<file path="src/swnd_pkg.sv">
`timescale 1ns / 1ps
// Shared constants, types and helper functions of the sliding-window detector.
// No dependencies; used by all files but swnd_ram and the assertion header.
package swnd_pkg;

    // Window and field sizes.
    localparam int WINDOW_MAX  = 256;
    localparam int ADDR_W      = $clog2(WINDOW_MAX);
    localparam int MIN_HISTORY = 3;
    localparam int LEN_W       = 9;
    localparam int MULT_W      = 12;
    localparam int SAMPLE_W    = 24;
    localparam int SUM_W       = 33;
    localparam int SQSUM_W     = 57;
    localparam int BOUND_W     = 29;
    localparam int DELTA_W     = 28;
    localparam int FLAG_W      = 2;
    localparam int SEV_W       = 3;

    // Configuration port.
    localparam int CFG_IDX_W  = 2;
    localparam int CFG_DATA_W = 24;
    localparam logic [CFG_IDX_W-1:0] REG_WINDOW_LENGTH   = 2'd0;
    localparam logic [CFG_IDX_W-1:0] REG_SIGMA_MULT      = 2'd1;
    localparam logic [CFG_IDX_W-1:0] REG_FIXED_THRESHOLD = 2'd2;
    localparam logic [CFG_IDX_W-1:0] REG_UNMAPPED        = 2'd3;

    localparam logic [LEN_W-1:0]  WINDOW_LENGTH_RST = 9'd64;
    localparam logic [MULT_W-1:0] SIGMA_MULT_RST    = 12'd768;

    // Flag codes.
    localparam logic [FLAG_W-1:0] FLAG_NONE = 2'd0;
    localparam logic [FLAG_W-1:0] FLAG_HIGH = 2'd1;
    localparam logic [FLAG_W-1:0] FLAG_LOW  = 2'd2;

    localparam logic [SEV_W-1:0] SEV_NONE = 3'd0;
    localparam logic [SEV_W-1:0] SEV_MAX  = 3'd5;

    // Shared multiplier.
    localparam int MUL_W  = 33;
    localparam int PROD_W = 2 * MUL_W;
    localparam int DIFF_W = 65;
    localparam int SPLIT  = 28;

    // Iterative divider.
    localparam int DIV_DVD_W = 33;
    localparam int DIV_DVS_W = 29;
    localparam int DIV_CNT_W = $clog2(DIV_DVD_W + 1);

    // Iterative square root.
    localparam int SQRT_IN_W   = 66;
    localparam int SQRT_ROOT_W = SQRT_IN_W / 2;
    localparam int SQRT_REM_W  = SQRT_ROOT_W + 4;
    localparam int SQRT_CNT_W  = $clog2(SQRT_ROOT_W + 1);

    typedef struct packed {
        logic                 start;
        logic [DIV_DVD_W-1:0] dividend;
        logic [DIV_DVS_W-1:0] divisor;
    } div_req_t;

    typedef struct packed {
        logic                 done;
        logic [DIV_DVD_W-1:0] quotient;
    } div_rsp_t;

    typedef struct packed {
        logic                 start;
        logic [SQRT_IN_W-1:0] radicand;
    } sqrt_req_t;

    typedef struct packed {
        logic                   done;
        logic [SQRT_ROOT_W-1:0] root;
    } sqrt_rsp_t;

    // Five times a 24-bit value, by shift and add.
    function automatic logic [DIV_DVD_W-1:0] times5(input logic [SAMPLE_W-1:0] x);
        logic [DIV_DVD_W-1:0] xe;
        xe = DIV_DVD_W'(x);
        return (xe << 2) + xe;
    endfunction

    // Severity from floor(5*excess/bound): saturates at five.
    function automatic logic [SEV_W-1:0] sev_of(input logic [DIV_DVD_W-1:0] q);
        logic [SEV_W-1:0] s;
        if (q >= DIV_DVD_W'(4))
            s = SEV_MAX;
        else
            s = SEV_W'(q[1:0]) + 3'd1;
        return s;
    endfunction

endpackage

</file>
<file path="src/swnd_divider.sv">
`timescale 1ns / 1ps
// Restoring divider, one quotient bit per cycle, shared by all divisions.
// Depends on swnd_pkg.
module swnd_divider (
    input  logic               clk,
    input  logic               rst_n,
    input  swnd_pkg::div_req_t req,
    output swnd_pkg::div_rsp_t rsp
);

    logic                              busy_reg;
    logic                              done_reg;
    logic [swnd_pkg::DIV_CNT_W-1:0]    cnt_reg;
    logic [swnd_pkg::DIV_DVD_W-1:0]    dvd_reg;
    logic [swnd_pkg::DIV_DVS_W-1:0]    rem_reg;
    logic [swnd_pkg::DIV_DVS_W-1:0]    dvs_reg;
    logic [swnd_pkg::DIV_DVS_W:0]      rem_sh;
    logic                              qbit;

    // Shift in the next dividend bit and try the subtraction.
    assign rem_sh = {rem_reg, dvd_reg[swnd_pkg::DIV_DVD_W-1]};
    assign qbit   = (rem_sh >= {1'b0, dvs_reg});

    // Control.
    always_ff @(posedge clk or negedge rst_n)
    begin
        if (!rst_n)
        begin
            busy_reg <= 1'b0;
            done_reg <= 1'b0;
            cnt_reg  <= '0;
        end
        else
        begin
            done_reg <= 1'b0;
            if (req.start)
            begin
                busy_reg <= 1'b1;
                cnt_reg  <= '0;
            end
            else if (busy_reg)
            begin
                cnt_reg <= cnt_reg + 1'b1;
                if (cnt_reg == swnd_pkg::DIV_CNT_W'(swnd_pkg::DIV_DVD_W - 1))
                begin
                    busy_reg <= 1'b0;
                    done_reg <= 1'b1;
                end
            end
        end
    end

    // Datapath: the quotient bits fill the dividend register from the bottom.
    always_ff @(posedge clk)
    begin
        if (req.start)
        begin
            dvd_reg <= req.dividend;
            dvs_reg <= req.divisor;
            rem_reg <= '0;
        end
        else if (busy_reg)
        begin
            dvd_reg <= {dvd_reg[swnd_pkg::DIV_DVD_W-2:0], qbit};
            if (qbit)
                rem_reg <= swnd_pkg::DIV_DVS_W'(rem_sh - {1'b0, dvs_reg});
            else
                rem_reg <= rem_sh[swnd_pkg::DIV_DVS_W-1:0];
        end
    end

    assign rsp.done     = done_reg;
    assign rsp.quotient = dvd_reg;

endmodule

</file>
<file path="config.mk">
export PLATFORM = sky130hd
export DESIGN_NAME = swnd_divider
export DESIGN_NICKNAME = d
export VERILOG_FILES = /design/src/swnd_pkg.sv /design/src/swnd_divider.sv
export SDC_FILE = /design/constraint.sdc
export NUM_CORES = 1
export LEC_CHECK = 0
export ABC_AREA = 1
export ABC_CLOCK_PERIOD_IN_PS = 4150
export BUFFER_PORTS_ARGS = -buffer_cell sky130_fd_sc_hd__buf_2
export CORE_MARGIN = 2
export CORE_UTILIZATION = 35
export CTS_BUF_LIST = sky130_fd_sc_hd__clkbuf_8
export DETAILED_ROUTE_END_ITERATION = 16
export HOLD_SLACK_MARGIN = 0.05
export PLACE_DENSITY = 0.58
export SLEW_MARGIN = 25
export SYNTH_ARGS = -nofsm -noshare
export SYNTH_HDL_FRONTEND = slang
export SYNTH_SLANG_ARGS = --single-unit
</file>
<file path="constraint.sdc">
create_clock -name clk -period 4.15 [get_ports clk]
set_input_delay 0.6225 -clock clk [delete_from_list [all_inputs] [get_ports clk]]
set_output_delay 0.6225 -clock clk [all_outputs]
set_load 0.05 [all_outputs]
</file>
Word level (Yosys, flattened, before mapping)
Cells that the tools add are included.
Word-level totals
  register bits after elaboration: 99
  output and inout bits: 34
  logic and storage cells: 22
Cells by class
  add/sub/neg operators: 2
  $lt $le $gt $ge: 1
  equality and inequality tests: 1
  mux-type cells: 11
  reductions and logical operators: 1
Operator list (count)
  $mux W33: 2
  $ge A30 B29 Y1: 1
  $mux W29: 1
  $sub A29 B29 Y29: 1
  $mux W6: 2
  $add A6 B1 Y6 const B: 1
  $eq A6 B6 Y1 const B: 1
  $mux W1: 6
  $reduce_bool A2 Y1: 1

Logic depth before layout (Yosys ltp)
  depth in word-level cells: 4
  mapped depth: 18
  gate-level depth less buffers: 16

Worst setup path before layout
Ideal clock, no wire load.
  kind: in2reg
  start: input req[62] (netlist name)
  end: register dvd_reg[0] (netlist name) (enable)
  arrival time: 2138 ps
  required time: 3740 ps
  path slack: 1602 ps
  stages on the path: 4
  buffers on the path: 2
  cells stage by stage: clkbuf_1 nor2_1 inv_1 clkbuf_1
On the way
  word-level cells in the longest chain between the ends: 1
RTL lines
  from (decl): RTL line swnd_divider.sv:7  | input swnd_pkg::div_req_t req,
  $reduce_bool A2 Y1 (no line)
  to (signal assigned): RTL line swnd_divider.sv:58  | dvd_reg <= req.dividend;
  to (signal assigned): RTL line swnd_divider.sv:64  | dvd_reg <= {dvd_reg[swnd_pkg::DIV_DVD_W-2:0], qbit};
  to (decl): RTL line swnd_divider.sv:14  | logic [swnd_pkg::DIV_DVD_W-1:0] dvd_reg;
No other way between the ends.
A chain may end at the register's enable or synchronous reset.

Worst setup path in the final report
  start: register dvd_reg[32] (netlist name)
  end: register rem_reg[24] (netlist name)
On the way
  word-level cells in the longest chain between the ends: 2
  elaborated cells between the ends (all ways): 3
  classes of those cells: add/sub (1); order compare (1); mux (1)
RTL lines
  $sub A29 B29 Y29 or $ge A30 B29 Y1 (tied branches): RTL line swnd_divider.sv:66, swnd_divider.sv:22
  $mux W29 *: RTL line swnd_divider.sv:65  | if (qbit)
  to (signal assigned): RTL line swnd_divider.sv:66  | rem_reg <= swnd_pkg::DIV_DVS_W'(rem_sh - {1'b0, dvs_reg});
  to (signal assigned): RTL line swnd_divider.sv:68  | rem_reg <= rem_sh[swnd_pkg::DIV_DVS_W-1:0];
  to (decl): RTL line swnd_divider.sv:15  | logic [swnd_pkg::DIV_DVS_W-1:0] rem_reg;
Mark *: on every way between the ends. The rest lies on a longest branch, timed or not.

==> flow_summary.yaml <==
run_status:
  outcome: "completed"
power_and_ir_drop:
  pwr-share-seq_pct: 32.0
  comb_power_share_pct: 52.2
  power_density_nw_per_um2: 596
  p_switching_uw: 2010
  p_sw_share_pct: 47.2
  clockPowerShare_pct: 15.8
  peakVddDrop_v: 0.000206
  p_int_uw: 2250
  p_leak_uw: 0.00378
  finalPower_uw: 4260
global_routing:
  grt_usage_pct: 17.7
  grt_pass1_wl_um: 26200
  antenna_found_initial: 0
  grt_max_degree: 47
  grt_pass1_vias: 5406
  grt_overflow: 0
setup_path:
  path_class: "reg -> reg"
  crit_buf_inv: 3
  critPathTopFamily: "simple AND/OR/NAND/NOR gates"
  cp_common_cell: "nand2_1"
  start_kind: "register"
  cp.required_ns: 4.45
  slowest_delay_ns: 0.42
  cp_cell_sequence: "inv_1 -> ha_1 -> inv_1 -> fa_1 -> nand2_1 -> nand3_1 -> nand3_1 -> nand2_1 -> nand2_1 -> nand2_1 -> nand2_1 -> nand3_2 -> buf_4 -> nor2_1 -> nor2_1 -> nand2_1 -> nand2_1"
  crit_fanout: 25
  cp.arrival_ns: 3.30
  critPathSlowestCell: "buf_4"
  cp-end-kind: "register"
drt:
  top_layer_used: "met4"
  num_vias: 5530
  first_iter_violations: 388
  route.met3.wl_um: 1060
  firstDrtPassIters: 5
  wl_met1_um: 7700
  via_per_inst: 4.59
  met2_length_um: 6690
  ant_nets: 0
  drt-total-wl_um: 15700
  wl_per_cell_um: 13.0
  drc_errors: 0
floorplanning:
  io_pins: 99
  num_rows: 48
  die_area_um2: 18800
  core_area_um2: 17300
  floorplan.initialDensity_pct: 35.9
  die_h_um: 137
  dieWidth_um: 137
final_layout:
  largest_reg_flops: 33
  syn_to_final_growth_pct: 15.1
  antenna_cells: 0
  drive_above_1_share_pct: 13.1
  final_nets: 1071
  post_layout_nonfiller_instances: 1204
hold_path:
  hold_path_class: "in -> reg"
timing:
  whs_ns: 0.378
  fin_crit_sh_pct: 72.4
  fin_skew_ns: 0.0275
  rsz0062_at_grt: "no"
  maxSlewViolCount: 0
  max_slew_margin_pct: 52.4
  finalCriticalPeriod_ns: 3.00
  final_hold_viol_count: 0
  fmax_ghz: 0.333
  finalSetupTns_ns: 0
  setup-violations-final: 0
  worst_pin_slew_ns: 0.710
yosys:
  postSynthCellCount: 878
  ys_seq_area_share_pct: 42.5
  synth_nets: 975
  ys_ff_latch: 99
  yosysWarnings: 0
  postSynthAreaPerCell_um2: 7.07
  syn_area_um2: 6210
  ys_types: 35
place:
  dp_cells: 1187
  place_hpwl_um: 11700
  portBuffers: 98
  gp_congestion: 0.915
clock_tree:
  clkSlewWorstSetupHoldPaths_ns: 0.13
  clock-sinks: 99
  clockBufferDepth: 2
  cts_tree: "yes"
  insertion_delay_ns: 0.41
  cts_resized: 0
  htree_levels: 3
  root_buffer: "clkbuf_8"
  cts_made_buffers: 9
flow_run:
  drv_cap: 0
[worst reg2reg max path, delay by kind of cell (launching register included)]
kind	cells	cell delay, ns
flip-flops	1	0.41
adder cells (fa/ha/maj)	2	0.55
buffers and inverters	3	0.60
AND/OR/NAND/NOR	12	1.35
[layer usage]
layer | GRT usage, % | vias up
met3 | 4.93 | 15
met5 | 0 | -
met1 | 24.4 | 2428
met4 | 4.18 | 0
li1 | - | 2943
met2 | 27.6 | 144
[placed cells by master (no fill, tap or decap), types with 3 or more instances in the layout]
master and instances:
dfrtp_1 8, and2_1 4, nand4_1 10, dfxtp_1 29, xnor2_1 12, buf_2 98, inv_1 132, clkinv_8 4
o21ai_1 8, nor2_2 3, nor3_1 8, edfxtp_1 62, clkbuf_8 9, o21bai_1 5, o21ai_0 6, nand2_1 347
buf_4 7, nand3_1 74, a21oi_1 24, ha_1 31, nor2_1 77
[cell usage after synthesis (all sizes together)]
| cell | instances | share of area, % |
|---|---|---|
| nor3b | 1 | 0.12 |
| nand4 | 10 | 1.0 |
| nor2 | 80 | 5.0 |
| edfxtp | 62 | 30 |
| nor4 | 1 | 0.10 |
| a21oi | 24 | 1.9 |
| xnor2 | 12 | 1.7 |
| nand3b | 2 | 0.24 |
| clkinv | 1 | 0.060 |
| or2 | 3 | 0.30 |
| a21o | 1 | 0.12 |
| clkbuf | 13 | 0.79 |
| nor3 | 8 | 0.64 |
| o21ai | 14 | 1.1 |
| dfxtp | 29 | 9.3 |
| and2 | 4 | 0.40 |
| nand2 | 349 | 21 |
| xor2 | 1 | 0.14 |
| ha | 31 | 6.2 |
| dfrtp | 8 | 3.2 |
| inv | 132 | 8.0 |
| a31oi | 2 | 0.20 |
| and3 | 1 | 0.10 |
| o21bai | 5 | 0.60 |
| buf | 8 | 1.1 |
| fa | 1 | 0.32 |
| nand3 | 75 | 6.1 |
[worst paths after layout]
path                        startpoint     endpoint  slack, ns  cells past startpoint
hold reg to reg            rem_reg[28]  rem_reg[28]       0.48                      2
min in group asynchronous        rst_n   cnt_reg[5]       0.57                      2
setup reg to reg           dvd_reg[32]  rem_reg[24]       1.15                     17
setup / recovery           dvd_reg[32]  rem_reg[24]       1.15                     17
hold / removal                 req[20]  dvs_reg[20]       0.38                      1
max in group asynchronous        rst_n   cnt_reg[1]       3.41                      2
[logic make-up after synthesis]
group,count (synthesis),share of synthesized area [%]
buf+inv,154,9.89
xor+xnor,13,1.83
fa+ha+maj,32,6.57
flops,99,42.5
simple gates,534,35.2
compound gates,46,3.99
[metrics by stage]
stage / setup slack (ns) / instance area [µm²] / utilization [%]
2_1_floorplan: 1.60 / 6210 / -
3_3_place_gp: 1.30 / 6920 / 40.0
3_5_place_dp: 1.19 / 6920 / 40.0
4_1_cts: 1.15 / 7150 / 41.3
5_1_grt: 0.838 / 7150 / 41.3
6_report: 1.15 / 7150 / 41.3
[layout make-up]
class	instances	area (µm²)
Fill cell	1871	10100
Multi-Input combinational cell	625	2950
Sequential cell	99	2640
Timing Repair Buffer	106	553
Inverter	133	499
Tap cell	225	282
Clock buffer	9	124
Clock inverter	7	93.8
[power groups by stage]
| stage | sequential [µW] | combinational (µW) | clock, µW |
|---|---|---|---|
| finish | 1360 | 2220 | 676 |
| global route | 1390 | 2550 | 734 |
| CTS | 1360 | 2220 | 703 |
| detailed placement | 1380 | 2210 | 0 |
| global placement | 1380 | 2200 | 0 |
| floorplan | 1470 | 1650 | 0 |
[repair_timing]
item,CTS,global route
endpoints found under the hold margin,8,0
buffers inserted,0,0
hold buffers,1,0
Power figures use the tool's default switching activity.
