===== src/swnd_pkg.sv =====
`timescale 1ns / 1ps
// Shared constants, types and helper functions of the sliding-window detector.
// No dependencies; used by all files but swnd_ram and the assertion header.
package swnd_pkg;

    // Window and field sizes.
    localparam int WINDOW_MAX  = 256;
    localparam int ADDR_W      = $clog2(WINDOW_MAX);
    localparam int MIN_HISTORY = 3;
    localparam int LEN_W       = 9;
    localparam int MULT_W      = 12;
    localparam int SAMPLE_W    = 24;
    localparam int SUM_W       = 33;
    localparam int SQSUM_W     = 57;
    localparam int BOUND_W     = 29;
    localparam int DELTA_W     = 28;
    localparam int FLAG_W      = 2;
    localparam int SEV_W       = 3;

    // Configuration port.
    localparam int CFG_IDX_W  = 2;
    localparam int CFG_DATA_W = 24;
    localparam logic [CFG_IDX_W-1:0] REG_WINDOW_LENGTH   = 2'd0;
    localparam logic [CFG_IDX_W-1:0] REG_SIGMA_MULT      = 2'd1;
    localparam logic [CFG_IDX_W-1:0] REG_FIXED_THRESHOLD = 2'd2;
    localparam logic [CFG_IDX_W-1:0] REG_UNMAPPED        = 2'd3;

    localparam logic [LEN_W-1:0]  WINDOW_LENGTH_RST = 9'd64;
    localparam logic [MULT_W-1:0] SIGMA_MULT_RST    = 12'd768;

    // Flag codes.
    localparam logic [FLAG_W-1:0] FLAG_NONE = 2'd0;
    localparam logic [FLAG_W-1:0] FLAG_HIGH = 2'd1;
    localparam logic [FLAG_W-1:0] FLAG_LOW  = 2'd2;

    localparam logic [SEV_W-1:0] SEV_NONE = 3'd0;
    localparam logic [SEV_W-1:0] SEV_MAX  = 3'd5;

    // Shared multiplier.
    localparam int MUL_W  = 33;
    localparam int PROD_W = 2 * MUL_W;
    localparam int DIFF_W = 65;
    localparam int SPLIT  = 28;

    // Iterative divider.
    localparam int DIV_DVD_W = 33;
    localparam int DIV_DVS_W = 29;
    localparam int DIV_CNT_W = $clog2(DIV_DVD_W + 1);

    // Iterative square root.
    localparam int SQRT_IN_W   = 66;
    localparam int SQRT_ROOT_W = SQRT_IN_W / 2;
    localparam int SQRT_REM_W  = SQRT_ROOT_W + 4;
    localparam int SQRT_CNT_W  = $clog2(SQRT_ROOT_W + 1);

    typedef struct packed {
        logic                 start;
        logic [DIV_DVD_W-1:0] dividend;
        logic [DIV_DVS_W-1:0] divisor;
    } div_req_t;

    typedef struct packed {
        logic                 done;
        logic [DIV_DVD_W-1:0] quotient;
    } div_rsp_t;

    typedef struct packed {
        logic                 start;
        logic [SQRT_IN_W-1:0] radicand;
    } sqrt_req_t;

    typedef struct packed {
        logic                   done;
        logic [SQRT_ROOT_W-1:0] root;
    } sqrt_rsp_t;

    // Five times a 24-bit value, by shift and add.
    function automatic logic [DIV_DVD_W-1:0] times5(input logic [SAMPLE_W-1:0] x);
        logic [DIV_DVD_W-1:0] xe;
        xe = DIV_DVD_W'(x);
        return (xe << 2) + xe;
    endfunction

    // Severity from floor(5*excess/bound): saturates at five.
    function automatic logic [SEV_W-1:0] sev_of(input logic [DIV_DVD_W-1:0] q);
        logic [SEV_W-1:0] s;
        if (q >= DIV_DVD_W'(4))
            s = SEV_MAX;
        else
            s = SEV_W'(q[1:0]) + 3'd1;
        return s;
    endfunction

endpackage


===== src/swnd_isqrt.sv =====
`timescale 1ns / 1ps
// Digit-by-digit integer square root, one root bit per cycle.
// Depends on swnd_pkg.
module swnd_isqrt (
    input  logic                clk,
    input  logic                rst_n,
    input  swnd_pkg::sqrt_req_t req,
    output swnd_pkg::sqrt_rsp_t rsp
);

    logic                               busy_reg;
    logic                               done_reg;
    logic [swnd_pkg::SQRT_CNT_W-1:0]    cnt_reg;
    logic [swnd_pkg::SQRT_IN_W-1:0]     rad_reg;
    logic [swnd_pkg::SQRT_REM_W-1:0]    rem_reg;
    logic [swnd_pkg::SQRT_ROOT_W-1:0]   root_reg;
    logic [swnd_pkg::SQRT_REM_W-1:0]    rem_sh;
    logic [swnd_pkg::SQRT_REM_W-1:0]    trial;
    logic                               rbit;

    // Bring down the next bit pair and test 4*root+1 against the remainder.
    assign rem_sh = {rem_reg[swnd_pkg::SQRT_REM_W-3:0],
                     rad_reg[swnd_pkg::SQRT_IN_W-1 -: 2]};
    assign trial  = {2'b00, root_reg, 2'b01};
    assign rbit   = (rem_sh >= trial);

    // Control.
    always_ff @(posedge clk or negedge rst_n)
    begin
        if (!rst_n)
        begin
            busy_reg <= 1'b0;
            done_reg <= 1'b0;
            cnt_reg  <= '0;
        end
        else
        begin
            done_reg <= 1'b0;
            if (req.start)
            begin
                busy_reg <= 1'b1;
                cnt_reg  <= '0;
            end
            else if (busy_reg)
            begin
                cnt_reg <= cnt_reg + 1'b1;
                if (cnt_reg == swnd_pkg::SQRT_CNT_W'(swnd_pkg::SQRT_ROOT_W - 1))
                begin
                    busy_reg <= 1'b0;
                    done_reg <= 1'b1;
                end
            end
        end
    end

    // Datapath.
    always_ff @(posedge clk)
    begin
        if (req.start)
        begin
            rad_reg  <= req.radicand;
            rem_reg  <= '0;
            root_reg <= '0;
        end
        else if (busy_reg)
        begin
            rad_reg  <= {rad_reg[swnd_pkg::SQRT_IN_W-3:0], 2'b00};
            root_reg <= {root_reg[swnd_pkg::SQRT_ROOT_W-2:0], rbit};
            if (rbit)
                rem_reg <= rem_sh - trial;
            else
                rem_reg <= rem_sh;
        end
    end

    assign rsp.done = done_reg;
    assign rsp.root = root_reg;

endmodule


===== config.mk =====
export PLATFORM = sky130hd
export DESIGN_NAME = swnd_isqrt
export DESIGN_NICKNAME = d
export VERILOG_FILES = /design/src/swnd_pkg.sv /design/src/swnd_isqrt.sv
export SDC_FILE = /design/constraint.sdc
export NUM_CORES = 1
export LEC_CHECK = 0
export ABC_AREA = 1
export BUFFER_PORTS_ARGS = -buffer_cell sky130_fd_sc_hd__buf_4
export CAP_MARGIN = 15
export CORE_ASPECT_RATIO = 0.6
export CORE_MARGIN = 10
export CORE_UTILIZATION = 29
export DETAILED_ROUTE_END_ITERATION = 10
export PLACE_DENSITY = 0.48
export SYNTH_ARGS = -nofsm -noshare
export SYNTH_HDL_FRONTEND = slang
export SYNTH_SLANG_ARGS = --single-unit
export TNS_END_PERCENT = 10

===== constraint.sdc =====
create_clock -name clk -period 3.8 [get_ports clk]
set_input_delay 0.38 -clock clk [delete_from_list [all_inputs] [get_ports clk]]
set_output_delay 0.38 -clock clk [all_outputs]
set_load 0.01 [all_outputs]

# [Word level (Yosys, flattened, before mapping)]
# Index checks and enable logic that the tools add are counted.
[classes] add_sub_neg=2 order_cmp=1 n_eq_ne=1 mux=11 n_reduce_logical=1
[ops] operator="2-to-1 mux 66 bit" count=2
[ops] operator=">= comparator 37 x 35 -> 1 bit" count=1
[ops] operator="2-to-1 mux 35 bit" count=1
[ops] operator="subtractor 35 bit" count=1
[ops] operator="2-to-1 mux 6 bit" count=2
[ops] operator="adder 6 x 1 -> 6 bit (second input constant)" count=1
[ops] operator="equality test 6 bit (second input constant)" count=1
[ops] operator="2-to-1 mux 1 bit" count=6
[ops] operator="nonzero test 2 bit" count=1
[totals] ff_bits=142 in_bits=69

# [Longest topological paths before layout]
# Gate-level depths: netlist of the first run.
[logic_depth] word_depth=4 depth_mapped=17

# [Worst setup path after synthesis of the first run]
# No wires, ideal clock.
[synth_timing] kind="in2reg" start="input req[66] (netlist bit)" end="register rad_reg[0] (netlist bit) (enable)" setup_ns=0.457 arrival_ns=2.705 required_ns=3.343 slack_ns=0.638 path_stages=4 path_cell_list="buf_2 nor2_1 inv_1 clkbuf_1"
[synth_between] elab_chain_cells=1
[synth_rtl] item="from (decl)" line_no="swnd_isqrt.sv:7" source="input swnd_pkg::sqrt_req_t req,"
[synth_rtl] item="nonzero test 2 bit (no source line)"
[synth_rtl] item="to (signal assigned)" line_no="swnd_isqrt.sv:61" source="rad_reg <= req.radicand;"
[synth_rtl] item="to (signal assigned)" line_no="swnd_isqrt.sv:67" source="rad_reg <= {rad_reg[swnd_pkg::SQRT_IN_W-3:0], 2'b00};"
[synth_rtl] item="to (decl)" line_no="swnd_isqrt.sv:14" source="logic [swnd_pkg::SQRT_IN_W-1:0] rad_reg;"
# No other way between the ends.
# A chain may end at the register's enable or synchronous reset.

# [Worst setup path after layout of the first run]
[layout_timing] start="register root_reg[0] (netlist bit)" end="register rem_reg[34] (netlist bit)"
[layout_between] elab_chain_cells=2 elab_cells_between_ends=3 classes_between="add/sub: 1; order compare: 1; mux: 1"
[layout_rtl] item="from (decl)" line_no="swnd_isqrt.sv:16" source="logic [swnd_pkg::SQRT_ROOT_W-1:0] root_reg;"
[layout_rtl] item="from (signal assigned)" line_no="swnd_isqrt.sv:68" source="root_reg <= {root_reg[swnd_pkg::SQRT_ROOT_W-2:0], rbit};"
[layout_rtl] item="subtractor 35 bit or >= comparator 37 x 35 -> 1 bit (tied branches)" line_no="swnd_isqrt.sv:70, swnd_isqrt.sv:25"
[layout_rtl] item="2-to-1 mux 35 bit (*)" line_no="swnd_isqrt.sv:69" source="if (rbit)"
[layout_rtl] item="to (signal assigned)" line_no="swnd_isqrt.sv:70" source="rem_reg <= rem_sh - trial;"
[layout_rtl] item="to (signal assigned)" line_no="swnd_isqrt.sv:72" source="rem_reg <= rem_sh;"
[layout_rtl] item="to (decl)" line_no="swnd_isqrt.sv:15" source="logic [swnd_pkg::SQRT_REM_W-1:0] rem_reg;"
# Mark *: on every way between the ends. The rest lies on a longest branch, timed or not.

==> results of run 1 <==
power groups by stage:
stage / clock network [W] / registers, W / logic (W)
after global placement: 0 / 0.00201 / 0.00444
after CTS: 0.00178 / 0.00198 / 0.00445
after floorplan: 0 / 0.00197 / 0.00332
final: 0.00174 / 0.00198 / 0.00451
after detailed placement: 0 / 0.00201 / 0.00442
after global routing: 0.00185 / 0.00201 / 0.00511
cells in the final DEF (no fill, tap or decap), types with 3 or more instances in the layout:
cell type  netlist  layout
nand3b_2         9       9
inv_6            0       4
clkinv_4         0       3
and2_1           7       7
nand2_1        571     571
inv_8            0       3
ha_1            37      37
nand3_1         74      74
edfxtp_1        66      66
nor2_1          56      54
nor2_2           8      10
dfxtp_1         68      68
xor2_1          13      13
a21oi_1         25      25
dfrtp_1          8       8
buf_4            4     111
o21ai_1          3       3
inv_1          168     167
nand2_2         10      10
nand4_1          8       8
clkbuf_16        0      17
nor2_4           4       4
nand3_2          4       4
o22ai_1         32      32
o21ai_0         10      10
nor3_1           5       5
o21bai_1         4       4
layout make-up:
class	instances	area (sq um)
inverter	170	641
fill	3168	18700
multi-input combinational	895	4260
clock inverter	15	174
clock buffer	17	425
timing repair buffer	112	843
tap	400	500
sequential	142	3540
layer usage:
layer,GRT usage (%),vias up
li1,-,4082
met1,22.9,3553
met2,18.5,192
met3,4.12,11
met4,2.70,0
met5,0,-
through the flow:
stage          total power (W)  setup WS [ns]  hold WS, ns  cell area, sq um  instances
2_1_floorplan          0.00529          0.638       0.0844              8660       1246
3_3_place_gp           0.00645           1.22        0.209              9780       1718
3_5_place_dp           0.00643           1.21        0.209              9780       1718
4_1_cts                0.00821           1.18        0.161             10400       1751
5_1_grt                0.00897          0.938        0.178             10400       1751
6_report               0.00823           1.21        0.182             10400       1751
critical path, cell delays in order, from the launching register on:
cell and delay, ns:
dfxtp_1 0.38, inv_1 0.12, ha_1 0.40, o21ai_1 0.13, nand2_2 0.15, nand2_1 0.11
nand2_2 0.09, nand2_1 0.12, nand3_2 0.11, nand2_2 0.11, buf_4 0.41, nand3_1 0.13
nand2_1 0.08, inv_1 0.04, nand2_1 0.05, nand2_1 0.05
cell families (layout without fill, tap and decap cells):
| kind of cell | count (synthesis) | after routing | synth area share [%] |
|---|---|---|---|
| AO/OA/AOI/OAI | 79 | 79 | 5.30 |
| XOR/XNOR | 15 | 15 | 1.52 |
| adder cells (fa/ha/maj) | 37 | 37 | 5.35 |
| buffers and inverters | 209 | 314 | 9.90 |
| flip-flops | 142 | 142 | 40.9 |
| AND/OR/NAND/NOR | 764 | 764 | 37.0 |
how the worst max path moves through the flow:
stage          slack (ns)                        to
6_report             1.21  rem_reg[34]$_SDFFE_PP0P_
5_1_grt              0.94  rem_reg[34]$_SDFFE_PP0P_
4_1_cts              1.18  rem_reg[31]$_SDFFE_PP0P_
3_5_place_dp         1.21  rem_reg[31]$_SDFFE_PP0P_
3_3_place_gp         1.22  rem_reg[33]$_SDFFE_PP0P_
2_1_floorplan        0.64  rad_reg[0]$_SDFFCE_PN0P_
==> flow_summary.toml, run 1 <==
[status]
outcome = "complete, no violations"

[clock_network]
cts_resized = 0
clock_sinks = 142
cts_buffers = 17
tritoncts = "built"
htree_levels = 4
postCtsSetupBuffers = 0
hold_buffers = 1
clkLatencyLatePin_ns = 0.45
path_clk_slew_ns = 0.07
cts-root-buf = "clkbuf_16"
clock_path_buffers = 2

[power_and_ir_drop]
clockPowerShare_pct = 21.2
p_per_area_mw_per_mm2 = 792
p_comb_share_pct = 54.7
peakVddDrop_v = 0.000322
p_sw_share_pct = 48.0
switchingPower_w = 0.00395
p_leak_nw = 5.41
p_seq_share_pct = 24.1
intPower_w = 0.00428

[detailed_routing]
drtAntennaViolNets = 0
wl_met1_microns = 15100
routed.top_layer = "met4"
wl_met2_microns = 9760
vias = 7838
drt_wl_total_microns = 26700
dr.pass1.iters = 7
vias_per_cell = 4.48
routed-wl-met3_microns = 1730
routedWlPerCell_microns = 15.3
drt_iter0_markers = 709
drc = 0

[yosys]
yosysUniqueCellTypes = 40
ys.flop_type = "dfxtp_1"
synthTopCellsByArea = "nand2_1 25%, edfxtp_1 23%, dfxtp_1 16%"
ys_seq_area_share_pct = 40.9
avgSynthCellArea_sq_um = 6.95
ys_top_cells_by_count = "571 x nand2_1, 168 x inv_1, 74 x nand3_1"
synth_warnings = 0
yosys.area.top_type = "nand2_1"
ys_async_sr_fraction_pct = 5.63
syn_area_sq_mm = 0.00866
synth.most_common_cell = "nand2_1"
synthCells = 1246
synth_top_area_share_pct = 24.8
synth_edf_count = 66
synth_nets = 1352
ys_ff_latch = 142

[worst_setup_path]
r2r_end = "rem_reg[34]$_SDFFE_PP0P_"
worstRegToRegCells = 15
cp.arrival_ns = 2.93
cp-end-kind = "flop"
r2r_start = "root_reg[0]$_SDFFE_PP0P_"
crit_type = "flop to flop"
crit_path_start = "root_reg[0]$_SDFFE_PP0P_"
critPathLaunchType = "flop"
cp.required_ns = 4.14
ff2ff_setup_slack_ns = 1.21
critPathMaxFanout = 29

[finish]
utilization_pct = 35.7
syn2layout_area_growth_pct = 20.0
antennaDiodeCount = 0
largest_reg_flops = 66
layout-drive-gt1-share_pct = 13.9
final_nets = 1444

[die]
pin_count = 103
die_w_microns = 243
initial_core_util_pct = 29.8
dieArea_sq_mm = 0.0374
row_count = 48
die_height_microns = 154
coreArea_sq_mm = 0.0291

[timing]
max_freq_mhz = 385
fin_crit_sh_pct = 68.3
relSlewSlack_pct = 47.3
rsz0062_at_grt = "no"
finalHoldViolCount = 0
setup_viol = 0
tightest_slew_ns = 0.790
drv_slew = 0
fin_tns_setup_ns = 0
min_period_ns = 2.59
fin_skew_ns = 0.0132

[placement]
place_hpwl_microns = 20200
io_buffer_count = 102
gp_congestion = 0.955

[grt]
track_usage_pct = 14.5
grt_max_degree = 61
grt_pass1_wl_microns = 43100
grt_antenna_before_repair = 0
grt_remaining_overflow = 0
grt_pass1_vias = 7481

[worst_hold_path]
hold_depth = 3
min_from = "req[0]"
hold_class = "primary input to flop"
worst_hold_path.endpoint = "rad_reg[0]$_SDFFCE_PN0P_"

[run]
maxCapViolations = 0
Power figures use the tool's default switching activity.
==> inputs of run 2 (changes only) <==
Clock period 3.8 ns to 2.6 ns, I/O delays scaled along.
==> flow_summary.toml, run 2 (synthesis gave the netlist of run 1 again) <==
[status]
outcome = "complete, no violations"

[timing]
min_period_ns = 2.39
drv_slew = 0
fin_crit_sh_pct = 91.9
tightest_slew_ns = 0.705
finalWorstSetupSlack_ns = 0.209
rsz0062_at_grt = "yes"
fin_skew_ns = 0.0166
fin_tns_setup_ns = 0
max_freq_mhz = 418
relSlewSlack_pct = 53.0
finalHoldViolCount = 0
setup_viol = 0

[grt]
track_usage_pct = 14.9
grt_max_degree = 68
grt_antenna_before_repair = 0
grt_pass1_vias = 7537
grt_remaining_overflow = 0
grt_pass1_wl_microns = 43600

[worst_setup_path]
cp-end-kind = "flop"
critPathMaxFanout = 12
cp_slowest_cell = "ha_1"
path_cells = "inv_1, ha_1, o21ai_1, nand2_2, nand2_1, nand2_2, nand2_1, nand3_2, nand2_2, nand2_4, buf_12, nand2_1, nand2_1, nand2_1, nand2_1"
max_stage_delay_ns = 0.40
crit_family = "simple AND/OR/NAND/NOR gates"
cp.arrival_ns = 2.72
crit_type = "flop to flop"
path_common_cell = "nand2_1"
cp.required_ns = 2.93
critPathBufInv = 2
critPathLaunchType = "flop"

[die]
die_w_microns = 243
pin_count = 103
row_count = 48
die_height_microns = 154
dieArea_sq_mm = 0.0374
initial_core_util_pct = 29.8
coreArea_sq_mm = 0.0291

[detailed_routing]
dr.pass1.iters = 5
drtAntennaViolNets = 0
routedWlPerCell_microns = 15.7
vias_per_cell = 4.49
vias = 7919
drc = 0
drt_wl_total_microns = 27700
drt_iter0_markers = 674

[clock_network]
tritoncts = "built"
clock_path_buffers = 2
cts-root-buf = "clkbuf_16"
clkLatencyLatePin_ns = 0.45
cts_buffers = 17
clock_sinks = 142
path_clk_slew_ns = 0.06
htree_levels = 4

[run]
maxCapViolations = 0

[finish]
nFillCells = 3182
layout_commonest_cell = "nand2_1"
utilization_pct = 36.2
antennaDiodeCount = 0
largest_reg_flops = 66
final_nets = 1455
final_cell_mix = "570 x nand2_1, 167 x inv_1, 116 x buf_4"
syn2layout_area_growth_pct = 21.4
layout-drive-gt1-share_pct = 14.6

[placement]
gp_congestion = 0.900
place_ws_ns = 0.154
io_buffer_count = 102
place_hpwl_microns = 21200

[power_and_ir_drop]
p_per_area_mw_per_mm2 = 1170
peakVddDrop_v = 0.000651
p_leak_nw = 5.47

[worst_hold_path]
hold_class = "primary input to flop"
## run 2: changes by cell type in the layout (fill, tap and decap cells not counted), sizes merged
cell,previous run,this run
clkinvlp,2,4
buf,111,122
clkinv,4,7
inv,177,172
## run 2: worst paths after layout
kind	slack [ns]	cells after the start	start	endpoint
max	0.21	15	root_reg[0]$_SDFFE_PP0P_	rem_reg[18]$_SDFFE_PP0P_
max in group asynchronous	2.23	2	rst_n	cnt_reg[2]$_DFFE_PN0P_
min in group asynchronous	0.24	2	rst_n	cnt_reg[1]$_DFFE_PN0P_
min	0.05	2	req[66]	cnt_reg[2]$_DFFE_PN0P_
min reg2reg	0.46	2	rem_reg[34]$_SDFFE_PP0P_	rem_reg[34]$_SDFFE_PP0P_
max reg2reg	0.21	15	root_reg[0]$_SDFFE_PP0P_	rem_reg[18]$_SDFFE_PP0P_
## run 2: cell type report
type	instances	area [sq um]	area share, %
clock buffer	17	425	4.05
clock inverter	15	144	1.37
multi-input combinational	895	4270	40.6
tap	400	500	4.76
sequential	142	3540	33.7
inverter	170	641	6.09
timing repair buffer	123	992	9.43
## run 2: stage by stage
| step | power (W) | hold slack (ns) | instance area [sq um] | instances |
|---|---|---|---|---|
| final | 0.0123 | 0.0488 | 10500 | 1762 |
| after global routing | 0.0134 | 0.0348 | 10500 | 1762 |
| after CTS | 0.0122 | 0.0161 | 10500 | 1762 |
| after detailed placement | 0.00971 | 0.0893 | 9930 | 1729 |
| after global placement | 0.00977 | 0.0903 | 9930 | 1729 |
| after floorplan | 0.00773 | -0.0356 | 8660 | 1246 |
## run 2: what timing repair did
item                                   CTS  global route
endpoints found under the hold margin    8             0
hold buffers                             1             0
resized for setup                        0             3
setup endpoints to repair                0            35
setup buffers                            0             0
## run 2: per-layer routing
layer / vias to the layer above / global-route usage (%) / share of wire, %
li1: 4103 / - / -
met1: 3593 / 23.8 / 56
met2: 203 / 18.4 / 37
met3: 20 / 3.75 / 6.6
met4: 0 / 3.82 / 0.90
met5: - / 0 / 0
## run 2: report_power, final
group	internal, W	switching [W]	total [W]	leakage [nW]
Sequential	0.00269	0.000198	0.00288	1.39
Clock	0.00140	0.00104	0.00244	0.268
Combinational	0.00235	0.00459	0.00694	3.81
Total	0.00644	0.00582	0.0123	5.47
==> inputs of run 3 (changes only) <==
Settings changed: CAP_MARGIN 15 to not set, CORE_UTILIZATION 29 to 40, PLACE_DENSITY 0.48 to 0.61.
==> flow_summary.toml, run 3 (synthesis gave the netlist of run 1 again) <==
[worst_setup_path]
cp.arrival_ns = 2.82
max_stage_delay_ns = 0.43
critPathLaunchType = "flop"
cp.required_ns = 2.92
crit_path_start = "root_reg[19]$_SDFFE_PP0P_"
r2r_start = "root_reg[19]$_SDFFE_PP0P_"
cp_slowest_cell = "ha_1"
critPathBufInv = 2
crit_type = "flop to flop"
path_cells = "inv_1, ha_1, nand2_1, nor2_2, nand2_2, nor2_4, nand3_2, nand3_2, nor2_4, nand2_4, buf_4, nand3_1, nand3_1, nand2_1"
crit_family = "simple AND/OR/NAND/NOR gates"
cp-end-kind = "flop"
critPathMaxFanout = 13

[finish]
regArea_sq_mm = 0.00354
fin_cells = 1638
final_nets = 1452
utilization_pct = 48.9
nFillCells = 2153
final_cell_mix = "571 x nand2_1, 167 x inv_1, 116 x buf_4"
layout_commonest_cell = "nand2_1"
layout-drive-gt1-share_pct = 14.5
antennaDiodeCount = 0
syn2layout_area_growth_pct = 19.4
largest_reg_flops = 66
final_area_sq_mm = 0.0103
multi_input_area_sq_mm = 0.00428

[clock_network]
clock_sinks = 142
clkLatencyLatePin_ns = 0.44
clock_path_buffers = 2
path_clk_slew_ns = 0.06
tritoncts = "built"
cts_buffers = 17
htree_levels = 4
cts-root-buf = "clkbuf_16"

[timing]
fin_skew_ns = 0.0157
fin_tns_setup_ns = 0
max_freq_mhz = 401
drv_slew = 0
setup_viol = 0
whs_ns = 0.0686
fin_crit_sh_pct = 95.9
relSlewSlack_pct = 55.4
min_period_ns = 2.49
finalHoldViolCount = 0
tightest_slew_ns = 0.669

[detailed_routing]
drc = 0
dr.pass1.iters = 5
drt_wl_total_microns = 25800
drtAntennaViolNets = 0
drt_iter0_markers = 690
vias_per_cell = 4.92
vias = 8067
routedWlPerCell_microns = 15.8

[worst_hold_path]
min_from = "req[66]"
hold_class = "primary input to flop"

[grt]
grt_max_degree = 67
track_usage_pct = 18.2
grt_pass1_wl_microns = 41100
grt_antenna_before_repair = 0
grt_remaining_overflow = 0
grt_pass1_vias = 7497

[placement]
placed_area_sq_mm = 0.00972
place_hpwl_microns = 19600
gp_congestion = 0.985
io_buffer_count = 102
post-place-cells = 1605

[die]
die_w_microns = 210
coreArea_sq_mm = 0.0211
dieArea_sq_mm = 0.0281
pin_count = 103
row_count = 41
die_height_microns = 134
initial_core_util_pct = 41.0

[power_and_ir_drop]
p_leak_nw = 5.46
p_per_area_mw_per_mm2 = 1170
peakVddDrop_v = 0.000528

[status]
outcome = "complete, no violations"

[run]
maxCapViolations = 0
run 3: cell count changes in the layout (fill, tap and decap cells not counted), moves of 2 or more:
| cell | previous run | this run |
|---|---|---|
| buf_12 | 5 | 2 |
| clkbuf_1 | 0 | 2 |
| clkbuf_8 | 0 | 2 |
| clkinvlp_4 | 3 | 1 |
| ha_1 | 37 | 35 |
| ha_2 | 0 | 2 |
| inv_6 | 2 | 0 |
run 3: repair_timing:
| item | in CTS | in global routing |
|---|---|---|
| hold buffers | 1 | 0 |
| setup endpoints to repair | 0 | 29 |
| setup buffers | 0 | 0 |
| gates resized for setup | 0 | 6 |
| endpoints found under the hold margin | 8 | 0 |
run 3: final cells by class:
cell class | count | share of cell area (%)
clock inverters | 10 | 1.08
repair buffers | 120 | 9.01
flip-flops and latches | 142 | 34.3
multi-input cells | 895 | 41.4
clock buffers | 22 | 4.69
inverters | 170 | 6.19
well taps | 279 | 3.38
run 3: worst paths after layout:
path                                                 end  slack, ns  depth (start not counted)
worst max-delay path            rem_reg[23]$_SDFFE_PP0P_       0.11                         14
worst min-delay path              cnt_reg[2]$_DFFE_PN0P_       0.07                          2
worst max register to register  rem_reg[23]$_SDFFE_PP0P_       0.11                         14
worst min register to register  rem_reg[33]$_SDFFE_PP0P_       0.45                          2
max in group asynchronous         cnt_reg[1]$_DFFE_PN0P_       2.25                          2
min in group asynchronous         cnt_reg[2]$_DFFE_PN0P_       0.21                          2
run 3: routing by layer:
metal	GRT usage (%)	vias up	routed length, microns
met1	28.6	3708	13900
li1	-	4112	-
met2	23.2	230	9620
met4	3.94	0	168
met3	5.05	17	2090
met5	0	-	0
run 3: metrics by stage:
step	worst slack, ns	total power [W]
5_1_grt	-0.00588	0.0131
2_1_floorplan	0.555	0.00773
3_5_place_dp	0.145	0.00942
6_report	0.107	0.0121
3_3_place_gp	0.126	0.00944
4_1_cts	0.128	0.0120
run 3: report_power, final:
part           total (W)  leakage (nW)  internal [W]  switching, W
Clock            0.00252         0.290       0.00152       0.00100
Combinational    0.00674          3.78       0.00224       0.00450
Sequential       0.00289          1.39       0.00269      0.000205
Total             0.0121          5.46       0.00644       0.00571
run 3: worst reg2reg max path, cell delays in order (launching register included):
cell and delay, ns:
dfxtp_1 0.33, inv_1 0.08, ha_1 0.43, nand2_1 0.18, nor2_2 0.28, nand2_2 0.13, nor2_4 0.11, nand3_2 0.07
nand3_2 0.10, nor2_4 0.05, nand2_4 0.13, buf_4 0.25, nand3_1 0.11, nand3_1 0.08, nand2_1 0.05
